$ cat src/assert_macros.svh
// assertion macros used by the top module
// no dependencies; each macro expands to one labeled concurrent assertion
`ifndef ASSERT_MACROS_SVH
`define ASSERT_MACROS_SVH

// same-cycle implication, disabled during reset
`define ASSERT_IMPLY(lbl, clk, rst, ante, cons, msg) \
  lbl: assert property (@(posedge clk) disable iff (rst) (ante) |-> (cons)) else $error(msg);

// next-cycle implication, disabled during reset
`define ASSERT_NEXT(lbl, clk, rst, ante, cons, msg) \
  lbl: assert property (@(posedge clk) disable iff (rst) (ante) |=> (cons)) else $error(msg);

`endif

$ cat src/kbd_pkg.sv
// types, codes and scan code tables for the keyboard scan code decoder
// no dependencies; used by kbd_front, kbd_opq, kbd_back and the top module
`timescale 1ns / 1ps

package kbd_pkg;

  localparam int CMD_QUEUE_DEPTH = 32;

  localparam logic [1:0] ACT_SCAN = 2'd0;
  localparam logic [1:0] ACT_POLL = 2'd1;
  localparam logic [1:0] ACT_INIT = 2'd2;
  localparam logic [1:0] ACT_NONE = 2'd3;

  localparam logic [7:0] SC_ENTER       = 8'h1c;
  localparam logic [7:0] SC_BACKSPACE   = 8'h0e;
  localparam logic [7:0] SC_CAPS        = 8'h3a;
  localparam logic [7:0] SC_NUM         = 8'h45;
  localparam logic [7:0] SC_SCROLL      = 8'h46;
  localparam logic [7:0] SC_LSHIFT      = 8'h2a;
  localparam logic [7:0] SC_RSHIFT      = 8'h36;
  localparam logic [7:0] SC_LSHIFT_UP   = 8'haa;
  localparam logic [7:0] SC_RSHIFT_UP   = 8'hb6;
  localparam logic [7:0] SC_ACK         = 8'hfa;
  localparam logic [7:0] SC_RESEND      = 8'hfe;

  localparam logic [7:0] CMD_SET_LEDS   = 8'hed;
  localparam logic [7:0] CHAR_LF        = 8'h0a;
  localparam logic [7:0] CHAR_BS        = 8'h08;
  localparam logic [7:0] CHAR_UPPER_A   = 8'h41;
  localparam logic [7:0] CHAR_UPPER_Z   = 8'h5a;
  localparam logic [7:0] CASE_OFFSET    = 8'h20;

  localparam logic [2:0] LED_CAPS   = 3'b100;
  localparam logic [2:0] LED_NUM    = 3'b010;
  localparam logic [2:0] LED_SCROLL = 3'b001;

  localparam logic [0:0] KIND_CHAR = 1'b0;
  localparam logic [0:0] KIND_CMD  = 1'b1;

  // one classified request handed from the front to the back
  typedef struct packed {
    logic       has_char;
    logic [7:0] char_code;
    logic       led_cmd;
    logic [2:0] leds;
    logic       ack;
    logic       resend;
  } op_t;

  localparam logic [7:0] PLAIN_MAP [128] = '{
    8'h00, 8'h00, 8'h31, 8'h32, 8'h33, 8'h34, 8'h35, 8'h36,
    8'h37, 8'h38, 8'h39, 8'h30, 8'h2d, 8'h5e, 8'h00, 8'h00,
    8'h51, 8'h57, 8'h45, 8'h52, 8'h54, 8'h59, 8'h55, 8'h49,
    8'h4f, 8'h50, 8'h40, 8'h5b, 8'h00, 8'h00, 8'h41, 8'h53,
    8'h44, 8'h46, 8'h47, 8'h48, 8'h4a, 8'h4b, 8'h4c, 8'h3b,
    8'h3a, 8'h00, 8'h00, 8'h5d, 8'h5a, 8'h58, 8'h43, 8'h56,
    8'h42, 8'h4e, 8'h4d, 8'h2c, 8'h2e, 8'h2f, 8'h00, 8'h2a,
    8'h00, 8'h20, 8'h00, 8'h00, 8'h00, 8'h00, 8'h00, 8'h00,
    8'h00, 8'h00, 8'h00, 8'h00, 8'h00, 8'h00, 8'h00, 8'h37,
    8'h38, 8'h39, 8'h2d, 8'h34, 8'h35, 8'h36, 8'h2b, 8'h31,
    8'h32, 8'h33, 8'h30, 8'h2e, 8'h00, 8'h00, 8'h00, 8'h00,
    8'h00, 8'h00, 8'h00, 8'h00, 8'h00, 8'h00, 8'h00, 8'h00,
    8'h00, 8'h00, 8'h00, 8'h00, 8'h00, 8'h00, 8'h00, 8'h00,
    8'h00, 8'h00, 8'h00, 8'h00, 8'h00, 8'h00, 8'h00, 8'h00,
    8'h00, 8'h00, 8'h00, 8'h5c, 8'h00, 8'h00, 8'h00, 8'h00,
    8'h00, 8'h00, 8'h00, 8'h00, 8'h00, 8'h5c, 8'h00, 8'h00
  };

  localparam logic [7:0] SHIFTED_MAP [128] = '{
    8'h00, 8'h00, 8'h21, 8'h22, 8'h23, 8'h24, 8'h25, 8'h26,
    8'h27, 8'h28, 8'h29, 8'h7e, 8'h3d, 8'h7e, 8'h00, 8'h00,
    8'h51, 8'h57, 8'h45, 8'h52, 8'h54, 8'h59, 8'h55, 8'h49,
    8'h4f, 8'h50, 8'h60, 8'h7b, 8'h00, 8'h00, 8'h41, 8'h53,
    8'h44, 8'h46, 8'h47, 8'h48, 8'h4a, 8'h4b, 8'h4c, 8'h2b,
    8'h2a, 8'h00, 8'h00, 8'h7d, 8'h5a, 8'h58, 8'h43, 8'h56,
    8'h42, 8'h4e, 8'h4d, 8'h3c, 8'h3e, 8'h3f, 8'h00, 8'h2a,
    8'h00, 8'h20, 8'h00, 8'h00, 8'h00, 8'h00, 8'h00, 8'h00,
    8'h00, 8'h00, 8'h00, 8'h00, 8'h00, 8'h00, 8'h00, 8'h37,
    8'h38, 8'h39, 8'h2d, 8'h34, 8'h35, 8'h36, 8'h2b, 8'h31,
    8'h32, 8'h33, 8'h30, 8'h2e, 8'h00, 8'h00, 8'h00, 8'h00,
    8'h00, 8'h00, 8'h00, 8'h00, 8'h00, 8'h00, 8'h00, 8'h00,
    8'h00, 8'h00, 8'h00, 8'h00, 8'h00, 8'h00, 8'h00, 8'h00,
    8'h00, 8'h00, 8'h00, 8'h00, 8'h00, 8'h00, 8'h00, 8'h00,
    8'h00, 8'h00, 8'h00, 8'h5f, 8'h00, 8'h00, 8'h00, 8'h00,
    8'h00, 8'h00, 8'h00, 8'h00, 8'h00, 8'h7c, 8'h00, 8'h00
  };

endpackage

$ cat src/kbd_ram.sv
// generic single write port ram with registered read
// no dependencies; holds the keyboard command byte queue
`timescale 1ns / 1ps

module kbd_ram #(
  parameter int WIDTH = 8,
  parameter int DEPTH = 32
) (
  input  logic                     clk,
  input  logic                     we,
  input  logic [$clog2(DEPTH)-1:0] waddr,
  input  logic [WIDTH-1:0]         wdata,
  input  logic                     re,
  input  logic [$clog2(DEPTH)-1:0] raddr,
  output logic [WIDTH-1:0]         rdata
);

  logic [WIDTH-1:0] mem [DEPTH];

  always_ff @(posedge clk) begin
    if (we) begin
      mem[waddr] <= wdata;
    end
    if (re) begin
      rdata <= mem[raddr];
    end
  end

endmodule

$ cat src/kbd_front.sv
// front end: accepts input items, decodes scan codes, tracks shift and lock keys
// depends on kbd_pkg; pushes one classified request per item, except ACT_NONE items, into kbd_opq
`timescale 1ns / 1ps

module kbd_front (
  input  logic             clk,
  input  logic             rst,
  input  logic             in_valid,
  input  logic [1:0]       action,
  input  logic [7:0]       scancode,
  input  logic             cfg_valid,
  input  logic [2:0]       cfg_data,
  input  logic             full,
  output logic             in_stall,
  output logic             push,
  output kbd_pkg::op_t     op
);

  logic [1:0] shift_keys;
  logic [1:0] shift_keys_next;
  logic [2:0] lock_leds;
  logic [2:0] lock_leds_next;
  logic [2:0] init_leds;
  logic       accept;
  logic       is_scan;
  logic [7:0] raw_char;
  logic [7:0] ch;
  logic       caps;
  logic       shifted;

  assign in_stall = full;
  assign accept   = in_valid && !full;
  assign push     = accept && (action != kbd_pkg::ACT_NONE);
  assign is_scan  = (action == kbd_pkg::ACT_SCAN);
  assign caps     = lock_leds[2];
  assign shifted  = (shift_keys != 2'b00);

  always_comb begin
    if (scancode[7]) begin
      raw_char = 8'h00;
    end else if (shifted) begin
      raw_char = kbd_pkg::SHIFTED_MAP[scancode[6:0]];
    end else begin
      raw_char = kbd_pkg::PLAIN_MAP[scancode[6:0]];
    end
    ch = raw_char;
    if ((raw_char inside {[kbd_pkg::CHAR_UPPER_A:kbd_pkg::CHAR_UPPER_Z]}) &&
        (caps == shifted)) begin
      ch = raw_char + kbd_pkg::CASE_OFFSET;
    end
  end

  always_comb begin
    shift_keys_next = shift_keys;
    lock_leds_next  = lock_leds;
    op              = '0;
    case (action)
      kbd_pkg::ACT_SCAN: begin
        case (scancode)
          kbd_pkg::SC_CAPS:      lock_leds_next = lock_leds ^ kbd_pkg::LED_CAPS;
          kbd_pkg::SC_NUM:       lock_leds_next = lock_leds ^ kbd_pkg::LED_NUM;
          kbd_pkg::SC_SCROLL:    lock_leds_next = lock_leds ^ kbd_pkg::LED_SCROLL;
          kbd_pkg::SC_LSHIFT:    shift_keys_next = shift_keys | 2'b01;
          kbd_pkg::SC_RSHIFT:    shift_keys_next = shift_keys | 2'b10;
          kbd_pkg::SC_LSHIFT_UP: shift_keys_next = shift_keys & 2'b10;
          kbd_pkg::SC_RSHIFT_UP: shift_keys_next = shift_keys & 2'b01;
          default: ;
        endcase
        op.led_cmd = (scancode inside {kbd_pkg::SC_CAPS, kbd_pkg::SC_NUM,
                                       kbd_pkg::SC_SCROLL});
      end
      kbd_pkg::ACT_INIT: begin
        lock_leds_next = init_leds;
        op.led_cmd     = 1'b1;
      end
      default: ;
    endcase
    op.has_char = is_scan && ((ch != 8'h00) || (scancode == kbd_pkg::SC_ENTER) ||
                              (scancode == kbd_pkg::SC_BACKSPACE));
    if (ch != 8'h00) begin
      op.char_code = ch;
    end else if (scancode == kbd_pkg::SC_ENTER) begin
      op.char_code = kbd_pkg::CHAR_LF;
    end else begin
      op.char_code = kbd_pkg::CHAR_BS;
    end
    op.leds   = lock_leds_next;
    op.ack    = is_scan && (scancode == kbd_pkg::SC_ACK);
    op.resend = is_scan && (scancode == kbd_pkg::SC_RESEND);
  end

  always_ff @(posedge clk) begin
    if (rst) begin
      shift_keys <= 2'b00;
      lock_leds  <= 3'b000;
      init_leds  <= 3'b000;
    end else begin
      if (cfg_valid) begin
        init_leds <= cfg_data;
      end
      if (push) begin
        shift_keys <= shift_keys_next;
        lock_leds  <= lock_leds_next;
      end
    end
  end

endmodule

$ cat src/kbd_opq.sv
// two-entry request queue between front and back
// depends on kbd_pkg for the request type
`timescale 1ns / 1ps

module kbd_opq (
  input  logic         clk,
  input  logic         rst,
  input  logic         push,
  input  kbd_pkg::op_t push_op,
  output logic         full,
  input  logic         pop,
  output logic         op_valid,
  output kbd_pkg::op_t op
);

  kbd_pkg::op_t entries [2];
  logic         wr_ptr;
  logic         rd_ptr;
  logic [1:0]   fill;

  assign full     = (fill == 2'd2);
  assign op_valid = (fill != 2'd0);
  assign op       = entries[rd_ptr];

  always_ff @(posedge clk) begin
    if (push) begin
      entries[wr_ptr] <= push_op;
    end
  end

  always_ff @(posedge clk) begin
    if (rst) begin
      wr_ptr <= 1'b0;
      rd_ptr <= 1'b0;
      fill   <= 2'd0;
    end else begin
      if (push) begin
        wr_ptr <= ~wr_ptr;
      end
      if (pop) begin
        rd_ptr <= ~rd_ptr;
      end
      case ({push, pop})
        2'b10:   fill <= fill + 2'd1;
        2'b01:   fill <= fill - 2'd1;
        default: fill <= fill;
      endcase
    end
  end

endmodule

$ cat src/kbd_back.sv
// back end: runs the led command queue, acknowledge and resend, drives results
// depends on kbd_pkg and kbd_ram; takes requests from kbd_opq
`timescale 1ns / 1ps

module kbd_back #(
  parameter int CMD_QUEUE_DEPTH = kbd_pkg::CMD_QUEUE_DEPTH
) (
  input  logic         clk,
  input  logic         rst,
  input  logic         op_valid,
  input  kbd_pkg::op_t op,
  output logic         op_take,
  output logic         out_valid,
  input  logic         out_stall,
  output logic         kind,
  output logic [7:0]   value,
  output logic [2:0]   lock_state,
  output logic         last
);

  localparam int PTR_W = $clog2(CMD_QUEUE_DEPTH);
  localparam int CNT_W = $clog2(CMD_QUEUE_DEPTH + 1);
  localparam logic [PTR_W-1:0] PTR_MAX = PTR_W'(CMD_QUEUE_DEPTH - 1);
  localparam logic [CNT_W-1:0] CNT_FULL = CNT_W'(CMD_QUEUE_DEPTH);

  localparam logic [1:0] ST_DECODE = 2'd0;
  localparam logic [1:0] ST_LED    = 2'd1;
  localparam logic [1:0] ST_POP    = 2'd2;

  logic [1:0]       state;
  logic [1:0]       state_next;
  logic             awaiting;
  logic             awaiting_next;
  logic [7:0]       pending_byte;
  logic [7:0]       pending_byte_next;
  logic [PTR_W-1:0] head;
  logic [PTR_W-1:0] head_next;
  logic [PTR_W-1:0] tail;
  logic [PTR_W-1:0] tail_next;
  logic [CNT_W-1:0] count;
  logic [CNT_W-1:0] count_next;
  logic             poll_q;
  logic             bypass_q;
  logic [2:0]       leds_q;

  logic             can_emit;
  logic             emit;
  logic             emit_kind;
  logic [7:0]       emit_value;
  logic [2:0]       emit_leds;
  logic             emit_last;

  logic             ram_we;
  logic [7:0]       ram_wdata;
  logic             ram_re;
  logic [7:0]       ram_rdata;

  logic             awaiting_eff;
  logic             resend_now;
  logic             poll_now;
  logic             decode_emit;
  logic             has_room;
  logic [7:0]       pop_value;

  assign can_emit     = !out_valid || !out_stall;
  assign awaiting_eff = op.ack ? 1'b0 : awaiting;
  assign resend_now   = op.resend && awaiting;
  assign poll_now     = !awaiting_eff && ((count != '0) || op.led_cmd);
  assign decode_emit  = op.has_char || resend_now;
  assign has_room     = (count < CNT_FULL);
  assign pop_value    = bypass_q ? kbd_pkg::CMD_SET_LEDS : ram_rdata;

  always_comb begin
    state_next        = state;
    awaiting_next     = awaiting;
    pending_byte_next = pending_byte;
    head_next         = head;
    tail_next         = tail;
    count_next        = count;
    op_take           = 1'b0;
    ram_we            = 1'b0;
    ram_wdata         = kbd_pkg::CMD_SET_LEDS;
    ram_re            = 1'b0;
    emit              = 1'b0;
    emit_kind         = kbd_pkg::KIND_CHAR;
    emit_value        = op.char_code;
    emit_leds         = op.leds;
    emit_last         = 1'b1;
    case (state)
      ST_DECODE: begin
        if (op_valid && (!decode_emit || can_emit)) begin
          op_take       = 1'b1;
          awaiting_next = awaiting_eff;
          ram_re        = 1'b1;
          if (op.led_cmd && has_room) begin
            ram_we     = 1'b1;
            tail_next  = (tail == PTR_MAX) ? '0 : tail + 1'b1;
            count_next = count + 1'b1;
          end
          emit      = decode_emit;
          emit_last = !poll_now;
          if (resend_now) begin
            emit_kind  = kbd_pkg::KIND_CMD;
            emit_value = pending_byte;
          end
          if (op.led_cmd) begin
            state_next = ST_LED;
          end else if (poll_now) begin
            state_next = ST_POP;
          end
        end
      end
      ST_LED, ST_POP: begin
        if (!poll_q || can_emit) begin
          state_next = ST_DECODE;
          if ((state == ST_LED) && has_room) begin
            ram_we     = 1'b1;
            ram_wdata  = {5'b00000, leds_q};
            tail_next  = (tail == PTR_MAX) ? '0 : tail + 1'b1;
          end
          count_next = count + CNT_W'(ram_we) - CNT_W'(poll_q);
          if (poll_q) begin
            head_next         = (head == PTR_MAX) ? '0 : head + 1'b1;
            awaiting_next     = 1'b1;
            pending_byte_next = pop_value;
            emit              = 1'b1;
            emit_kind         = kbd_pkg::KIND_CMD;
            emit_value        = pop_value;
            emit_leds         = leds_q;
          end
        end
      end
      default: state_next = ST_DECODE;
    endcase
  end

  kbd_ram #(
    .WIDTH(8),
    .DEPTH(CMD_QUEUE_DEPTH)
  ) u_cmd_queue (
    .clk  (clk),
    .we   (ram_we),
    .waddr(tail),
    .wdata(ram_wdata),
    .re   (ram_re),
    .raddr(head),
    .rdata(ram_rdata)
  );

  always_ff @(posedge clk) begin
    if (op_take) begin
      poll_q   <= poll_now;
      bypass_q <= (count == '0);
      leds_q   <= op.leds;
    end
    if (emit) begin
      kind       <= emit_kind;
      value      <= emit_value;
      lock_state <= emit_leds;
      last       <= emit_last;
    end
  end

  always_ff @(posedge clk) begin
    if (rst) begin
      state        <= ST_DECODE;
      awaiting     <= 1'b0;
      pending_byte <= 8'h00;
      head         <= '0;
      tail         <= '0;
      count        <= '0;
      out_valid    <= 1'b0;
    end else begin
      state        <= state_next;
      awaiting     <= awaiting_next;
      pending_byte <= pending_byte_next;
      head         <= head_next;
      tail         <= tail_next;
      count        <= count_next;
      if (emit) begin
        out_valid <= 1'b1;
      end else if (!out_stall) begin
        out_valid <= 1'b0;
      end
    end
  end

endmodule

$ cat src/keyboard_scancode_decoder.sv
// keyboard scan code decoder: a request goes through the request queue, and a character or
// resend result is registered when taken; a led command queue byte from the led or pop state
// throughput: one input request per cycle while in_stall is low; a lock key, an init request
// or a request sending a queued byte holds the back end in the led or pop state (second write, pop)
// results leave one per cycle while out_stall is low, through a registered output stage
// synchronous active-high reset clears shift, locks, queue pointers and ack state
`timescale 1ns / 1ps

`include "assert_macros.svh"

module keyboard_scancode_decoder #(
  parameter int CMD_QUEUE_DEPTH = kbd_pkg::CMD_QUEUE_DEPTH
) (
  input  logic       clk,
  input  logic       rst,
  input  logic       in_valid,
  output logic       in_stall,
  input  logic [1:0] action,
  input  logic [7:0] scancode,
  output logic       out_valid,
  input  logic       out_stall,
  output logic       kind,
  output logic [7:0] value,
  output logic [2:0] lock_state,
  output logic       last,
  input  logic       cfg_valid,
  output logic       cfg_ready,
  input  logic [2:0] cfg_data
);

  kbd_pkg::op_t push_op;
  kbd_pkg::op_t op;
  logic         push;
  logic         full;
  logic         op_valid;
  logic         op_take;

  assign cfg_ready = 1'b1;

  kbd_front u_front (
    .clk      (clk),
    .rst      (rst),
    .in_valid (in_valid),
    .action   (action),
    .scancode (scancode),
    .cfg_valid(cfg_valid),
    .cfg_data (cfg_data),
    .full     (full),
    .in_stall (in_stall),
    .push     (push),
    .op       (push_op)
  );

  kbd_opq u_opq (
    .clk     (clk),
    .rst     (rst),
    .push    (push),
    .push_op (push_op),
    .full    (full),
    .pop     (op_take),
    .op_valid(op_valid),
    .op      (op)
  );

  kbd_back #(
    .CMD_QUEUE_DEPTH(CMD_QUEUE_DEPTH)
  ) u_back (
    .clk       (clk),
    .rst       (rst),
    .op_valid  (op_valid),
    .op        (op),
    .op_take   (op_take),
    .out_valid (out_valid),
    .out_stall (out_stall),
    .kind      (kind),
    .value     (value),
    .lock_state(lock_state),
    .last      (last)
  );

  `ASSERT_IMPLY(a_take_nonempty, clk, rst, op_take, op_valid, "back took from empty queue")
  `ASSERT_IMPLY(a_char_nonzero, clk, rst, out_valid && (kind == kbd_pkg::KIND_CHAR),
                value != 8'h00, "character result is zero")
  `ASSERT_NEXT(a_second_follows, clk, rst, out_valid && !out_stall && !last, out_valid,
               "second result of a request did not follow")
  `ASSERT_NEXT(a_request_held, clk, rst, op_valid && !op_take, op_valid,
               "queued request vanished")

endmodule
$ cat config.mk
export PLATFORM = sky130hd
export DESIGN_NAME = keyboard_scancode_decoder
export DESIGN_NICKNAME = d
export VERILOG_FILES = /design/src/kbd_pkg.sv /design/src/kbd_ram.sv /design/src/kbd_front.sv /design/src/kbd_opq.sv /design/src/kbd_back.sv /design/src/keyboard_scancode_decoder.sv
export VERILOG_INCLUDE_DIRS = /design/src /design/src/src
export SDC_FILE = /design/constraint.sdc
export NUM_CORES = 1
export LEC_CHECK = 0
export BUFFER_PORTS_ARGS = -buffer_cell sky130_fd_sc_hd__buf_2
export CAP_MARGIN = 20
export CORE_MARGIN = 1
export CORE_UTILIZATION = 47
export CTS_CLUSTER_SIZE = 12
export DETAILED_ROUTE_END_ITERATION = 7
export GPL_TIMING_DRIVEN = 1
export PLACE_DENSITY = 0.63
export SLEW_MARGIN = 30
export SYNTH_ARGS = -nofsm -noshare
export SYNTH_HDL_FRONTEND = slang
export SYNTH_SLANG_ARGS = --single-unit
$ cat constraint.sdc
create_clock -name clk -period 6.15 [get_ports clk]
set_input_delay 1.845 -clock clk [delete_from_list [all_inputs] [get_ports clk]]
set_output_delay 1.845 -clock clk [all_outputs]
set_load 0.01 [all_outputs]
## Word level (Yosys, flattened, before mapping)

Memory sizes are Yosys's and may differ from the RTL's. A register that Yosys moved wholly into a read port is not among the register bits.
Cells that the tools add are included.
Widths: inputs -> output; s select.

- Add/subtract/negate cells: 8
- $lt $le $gt $ge: 4
- Eq/ne operators: 28
- Mux-type cells: 71
- Bitwise logic cells: 10
- Reduce and logical (&&, ||, !) cells: 47

Operator list:

| kind | count |
|---|---|
| $mux 8 | 16 |
| $eq 8x8->1 const B | 4 |
| $mux 5 | 6 |
| $mux 1 | 25 |
| $eq 8x6->1 const B | 3 |
| $mux 6 | 3 |
| $eq 8x7->1 const B | 2 |
| $pmux 8 s2 | 1 |
| $reduce_and 5->1 | 3 |
| $logic_and 1x1->1 | 12 |
| $ne 2x1->1 const B | 6 |
| $pmux 6 s2 | 1 |
| $reduce_bool 2->1 | 6 |
| $add 5x1->5 const B | 2 |
| $eq 5x5->1 const B | 2 |
| $mux 2 | 5 |
| $pmux 1 s2 | 5 |
| $pmux 5 s2 | 1 |
| $mux 3 | 3 |
| $not 1->1 | 9 |
| $pmux 3 s3 | 1 |
| $add 8x6->8 const B | 1 |
| $eq 2x2->1 const B | 4 |
| $eq 8x4->1 const B | 1 |
| 29 further kinds | 46 |

- Register bits after elaboration: 58
- Memory bits (writable): 286
- ROM bits: 2048
- Input port bits: 18
- Output and inout port bits: 16
- Word-level logic and storage cells: 193
- Memories: 4

Memory list:

| name | depth | width | read ports | clocked after Yosys merged registers in | write ports | RTL line | RTL |
|---|---|---|---|---|---|---|---|
| (no name shown) | 128 | 8 | 1 | 0 | 0 | kbd_front.sv:42 | `raw_char = kbd_pkg::SHIFTED_MAP[scancode[6:0]];` |
| (no name shown) | 128 | 8 | 1 | 0 | 0 | kbd_front.sv:44 | `raw_char = kbd_pkg::PLAIN_MAP[scancode[6:0]];` |
| u_back.u_cmd_queue.mem | 32 | 8 | 1 | 1 | 1 | kbd_ram.sv:18 | `logic [WIDTH-1:0] mem [DEPTH];` |
| u_opq.entries | 2 | 15 | 1 | 1 | 1 | kbd_opq.sv:16 | `kbd_pkg::op_t entries [2];` |

## Longest topological paths before layout

- Depth after elaboration: 14
- Mapped depth: 14
- Gate-level depth less buffers: 14

## Modules after synthesis

Synthesis repeated with hierarchy kept, for this count alone.

- Cell total of the unflattened synthesis: 1066
- Area, all modules: 16024.1 µm²

Modules (own cells, without submodules):

| module | instances | cells an instance | area each (µm²) | sequential area each (µm²) |
|---|---|---|---|---|
| kbd_ram | 1 | 417 | 10133.5 | 7927.6 |
| kbd_back | 1 | 279 | 2511.2 | 1101.1 |
| kbd_front | 1 | 299 | 2080.7 | 160.2 |
| kbd_opq | 1 | 69 | 1287.5 | 1001.0 |
| keyboard_scancode_decoder | 1 | 2 | 11.3 | 0.0 |

## Least setup slack after synthesis

Ideal clock, no wire load.

- Kind: input -> register
- From: input port scancode[1]
- To: memory u_opq.entries[0][14] in the netlist's numbering, data pin
- Setup time: 0.263 ns
- Arrival time: 4.851 ns
- Data required time: 5.887 ns
- Slack: 1.036 ns
- Stages: 12
- Buffers on the path: 2
- Cells stage by stage: clkbuf_1 inv_1 ha_1 clkbuf_1 and3_1 a2111oi_0 o311a_1 or4_4 nor4_4 mux2i_1 o21a_1 o31a_1

RTL lines:

| element | RTL line | RTL |
|---|---|---|
| start, declared | keyboard_scancode_decoder.sv:19 | `input logic [7:0] scancode,` |
| end, declared | kbd_opq.sv:16 |  |

==> run summary <==
CP Launch Type = primary input
clock tree from TritonCTS = built
critical path arrival = 5.27 ns
Final Skew = 0.0215 ns
Starting Density = 47.8%
DIE AREA = 23600 um^2
worst hold endpoint = u_back.pending_byte[6]
Clock Latency Late Sink = 0.53 ns
Finished Core Util = 52.4%
Post-synth EDFFs = 180
final setup violation count = 0
yosys warns = 0
Min-Delay Path Class = flip-flop to flip-flop
Synth area leader = edfxtp_1
CTS sink count = 217
hold_sp = u_back.pending_byte[6]
# rows = 55
CP Data Required Time = 6.41 ns
PostCTS Resize Cnt = 0
via count = 7019
min Tclk post-route = 5.01 ns
Placed Instances = 1142
H-tree Lvls = 1
final setup TNS = 0 ns
DRC = 0
#FFs+latches synth = 217
detailed placement HPWL = 15.6 mm
Buffers on Ports = 32
Final Hold Fails = 0
Root Buffer = clkbuf_16
Min Hold Slack = 0.460 ns
P&R area growth vs syn = 9.60%
Setup CP Type = primary input to flip-flop
critical path peak fanout = 18
Post-CTS Setup Bufs = 0
post-synthesis sequential area ratio = 57.0%
cts hold-fix bufs = 0
post-synth top area share = 50.1%
worst vdd ir = 165 uV
nets = 938
Core Box Area = 22600 um^2
RePlAce Congestion = 0.907
Netlist cell types = 73
clock buffers created by TritonCTS = 23
CP endpoint kind = flip-flop
largest net degree at the start of global routing = 38
Syn Std Cell Area = 10800 um^2
Final ANT Viol Nets = 0
I/O Pins = 34
# diodes = 0
Worst Tran Pin Value = 0.939 ns
max cap viols = 0
Slew headroom = 37.0%
grt total ovfl = 0
clock tree buffer depth = 3
Crit Reg-Reg Endpoint = u_back.u_cmd_queue.mem[23][0]
Pre-antenna DRT Iters = 5
Synth area leaders = edfxtp_1, mux4_2, dfxtp_1
worst hold path cell count = 2
vias per inst = 5.93
worst reg2reg setup slack = 2.37 ns
layout cells sized above 1 = 15.1%
first-pass GRT wire length = 37.9 mm
worst r2r path cells = 9
Synth Flop Type = edfxtp_1
vias in the first global route = 6717
drt wl/cell = 20.0 um
Post-Syn Nets = 924
CTS clk-pin slew, worst paths = 0.06 ns
Lkg Pwr = 3.77 nW
fin crit share = 81.5%
post-synthesis cell count = 868
die height = 154 um
Non-Filler Instances = 1184
pwr/cell area = 362 nW/um^2
fraction of registers with async set/reset = 0%
status = complete, no violations
DR iter-0 viols = 606
initial antenna violation count = 0
Avg Cell Area, Syn = 12.4 um^2
Global Route Usage Sum = 20.4%
fmax = 0.200 GHz
RSZ-0062 raised after global routing = no
drt total wl = 23.6 mm
Final Max Slew Viols = 0
Die W = 154 um
stage by stage:
step | power (W) | area [um^2] | setup slack (ns)
3_5_place_dp | 0.00304 | 11200 | 0.645
3_3_place_gp | 0.00302 | 11100 | 0.753
2_1_floorplan | 0.00273 | 10800 | 1.04
5_1_grt | 0.00449 | 11800 | 0.930
6_report | 0.00428 | 11800 | 1.14
4_1_cts | 0.00431 | 11800 | 1.18
cell families after synthesis:
kind of cell / Yosys count / synth area share, %
flip-flops: 217 / 57.0
AND/OR/NAND/NOR: 250 / 11.2
multiplexers: 75 / 11.9
adder cells (fa/ha/maj): 38 / 4.48
XOR/XNOR: 13 / 1.06
other: 1 / 0.0348
AO/OA/AOI/OAI: 181 / 10.9
buffers and inverters: 93 / 3.53
layer usage:
| layer | vias up | wire length, um | global-route usage, % |
|---|---|---|---|
| met2 | 220 | 10700 | 32.0 |
| met1 | 3443 | 11000 | 29.8 |
| li1 | 3316 | - | - |
| met5 | - | 0 | 0 |
| met3 | 40 | 1440 | 2.96 |
| met4 | 0 | 440 | 5.24 |
state kept, by name (all words and copies together) (netlist names), 4 cells and up, named ones only:
name	count
u_back.tail	5
u_back.u_cmd_queue.mem	128
u_back.u_cmd_queue.rdata	4
u_opq.entries	30
u_back.pending_byte	4
u_back.head	5
u_back.count	6
u_back.value	8
worst max path at each step:
| stage | start | endpoint | slack [ns] | cells past startpoint |
|---|---|---|---|---|
| 2_1_floorplan | scancode[1] | u_opq.entries[0][14] | 1.04 | 12 |
| 3_3_place_gp | scancode[1] | u_opq.entries[0][14] | 0.75 | 12 |
| 5_1_grt | scancode[1] | u_opq.entries[0][14] | 0.93 | 12 |
| 3_5_place_dp | scancode[1] | u_opq.entries[0][14] | 0.65 | 12 |
| 6_report | scancode[1] | u_opq.entries[0][14] | 1.14 | 12 |
| 4_1_cts | scancode[1] | u_opq.entries[0][14] | 1.18 | 12 |
synthesized netlist by cell type (4+ instances only):
master       n
edfxtp_1   180
nor2_1     108
a21oi_1     57
nand2_1     44
mux4_2      41
inv_1       40
dfxtp_1     37
ha_1        37
o21ai_0     33
clkbuf_1    31
mux2i_1     22
nor2b_1     14
mux2_2      12
nand3_1     12
nand2b_1    11
o211ai_1    11
a211oi_1    10
a31oi_1     10
buf_2       10
nor3_1      10
or3_1        9
buf_1        8
xnor2_1      8
and3_1       7
nor4_1       7
a22oi_1      6
a2111oi_0    5
a221oi_1     5
o21bai_1     5
o22ai_1      5
xor2_1       5
nand3b_1     4
o31ai_1      4
area by class of cell:
type | count | area (um^2)
inverter | 41 | 154
sequential | 217 | 6150
clock inverter | 6 | 48.8
fill | 1951 | 10700
clock buffer | 36 | 624
multi-input combinational | 558 | 4270
tap | 285 | 357
timing repair buffer | 41 | 228
worst max-delay path, cell delays in order:
cell	delay [ns]
buf_2	0.29
inv_1	0.22
ha_1	0.48
and2b_1	0.33
nor2_1	0.06
a221o_1	0.35
o311a_1	0.13
or4_4	0.55
nor4_4	0.31
mux2i_1	0.15
o21a_1	0.23
o31a_1	0.33
cells in the final DEF, fill, tap and decap left out, types with 10 or more instances in the layout:
cell type	count
edfxtp_1	180
o21ai_0	33
a31oi_1	10
nand2b_1	10
mux2_2	12
nand2_1	44
mux4_2	41
inv_1	39
dfxtp_1	36
buf_2	32
nand3_1	12
mux2i_1	22
nor3_1	10
nor2b_1	14
ha_1	37
nor2_1	108
clkbuf_16	23
o211ai_1	11
clkbuf_1	13
a211oi_1	10
a21oi_1	57
power by group:
| part | switching (W) | internal (W) | leakage [nW] |
|---|---|---|---|
| Clock | 0.000560 | 0.000705 | 0.329 |
| Sequential | 0.0000847 | 0.00179 | 1.77 |
| Combinational | 0.000693 | 0.000446 | 1.67 |
| Total | 0.00134 | 0.00295 | 3.77 |
Power figures use the tool's default switching activity.
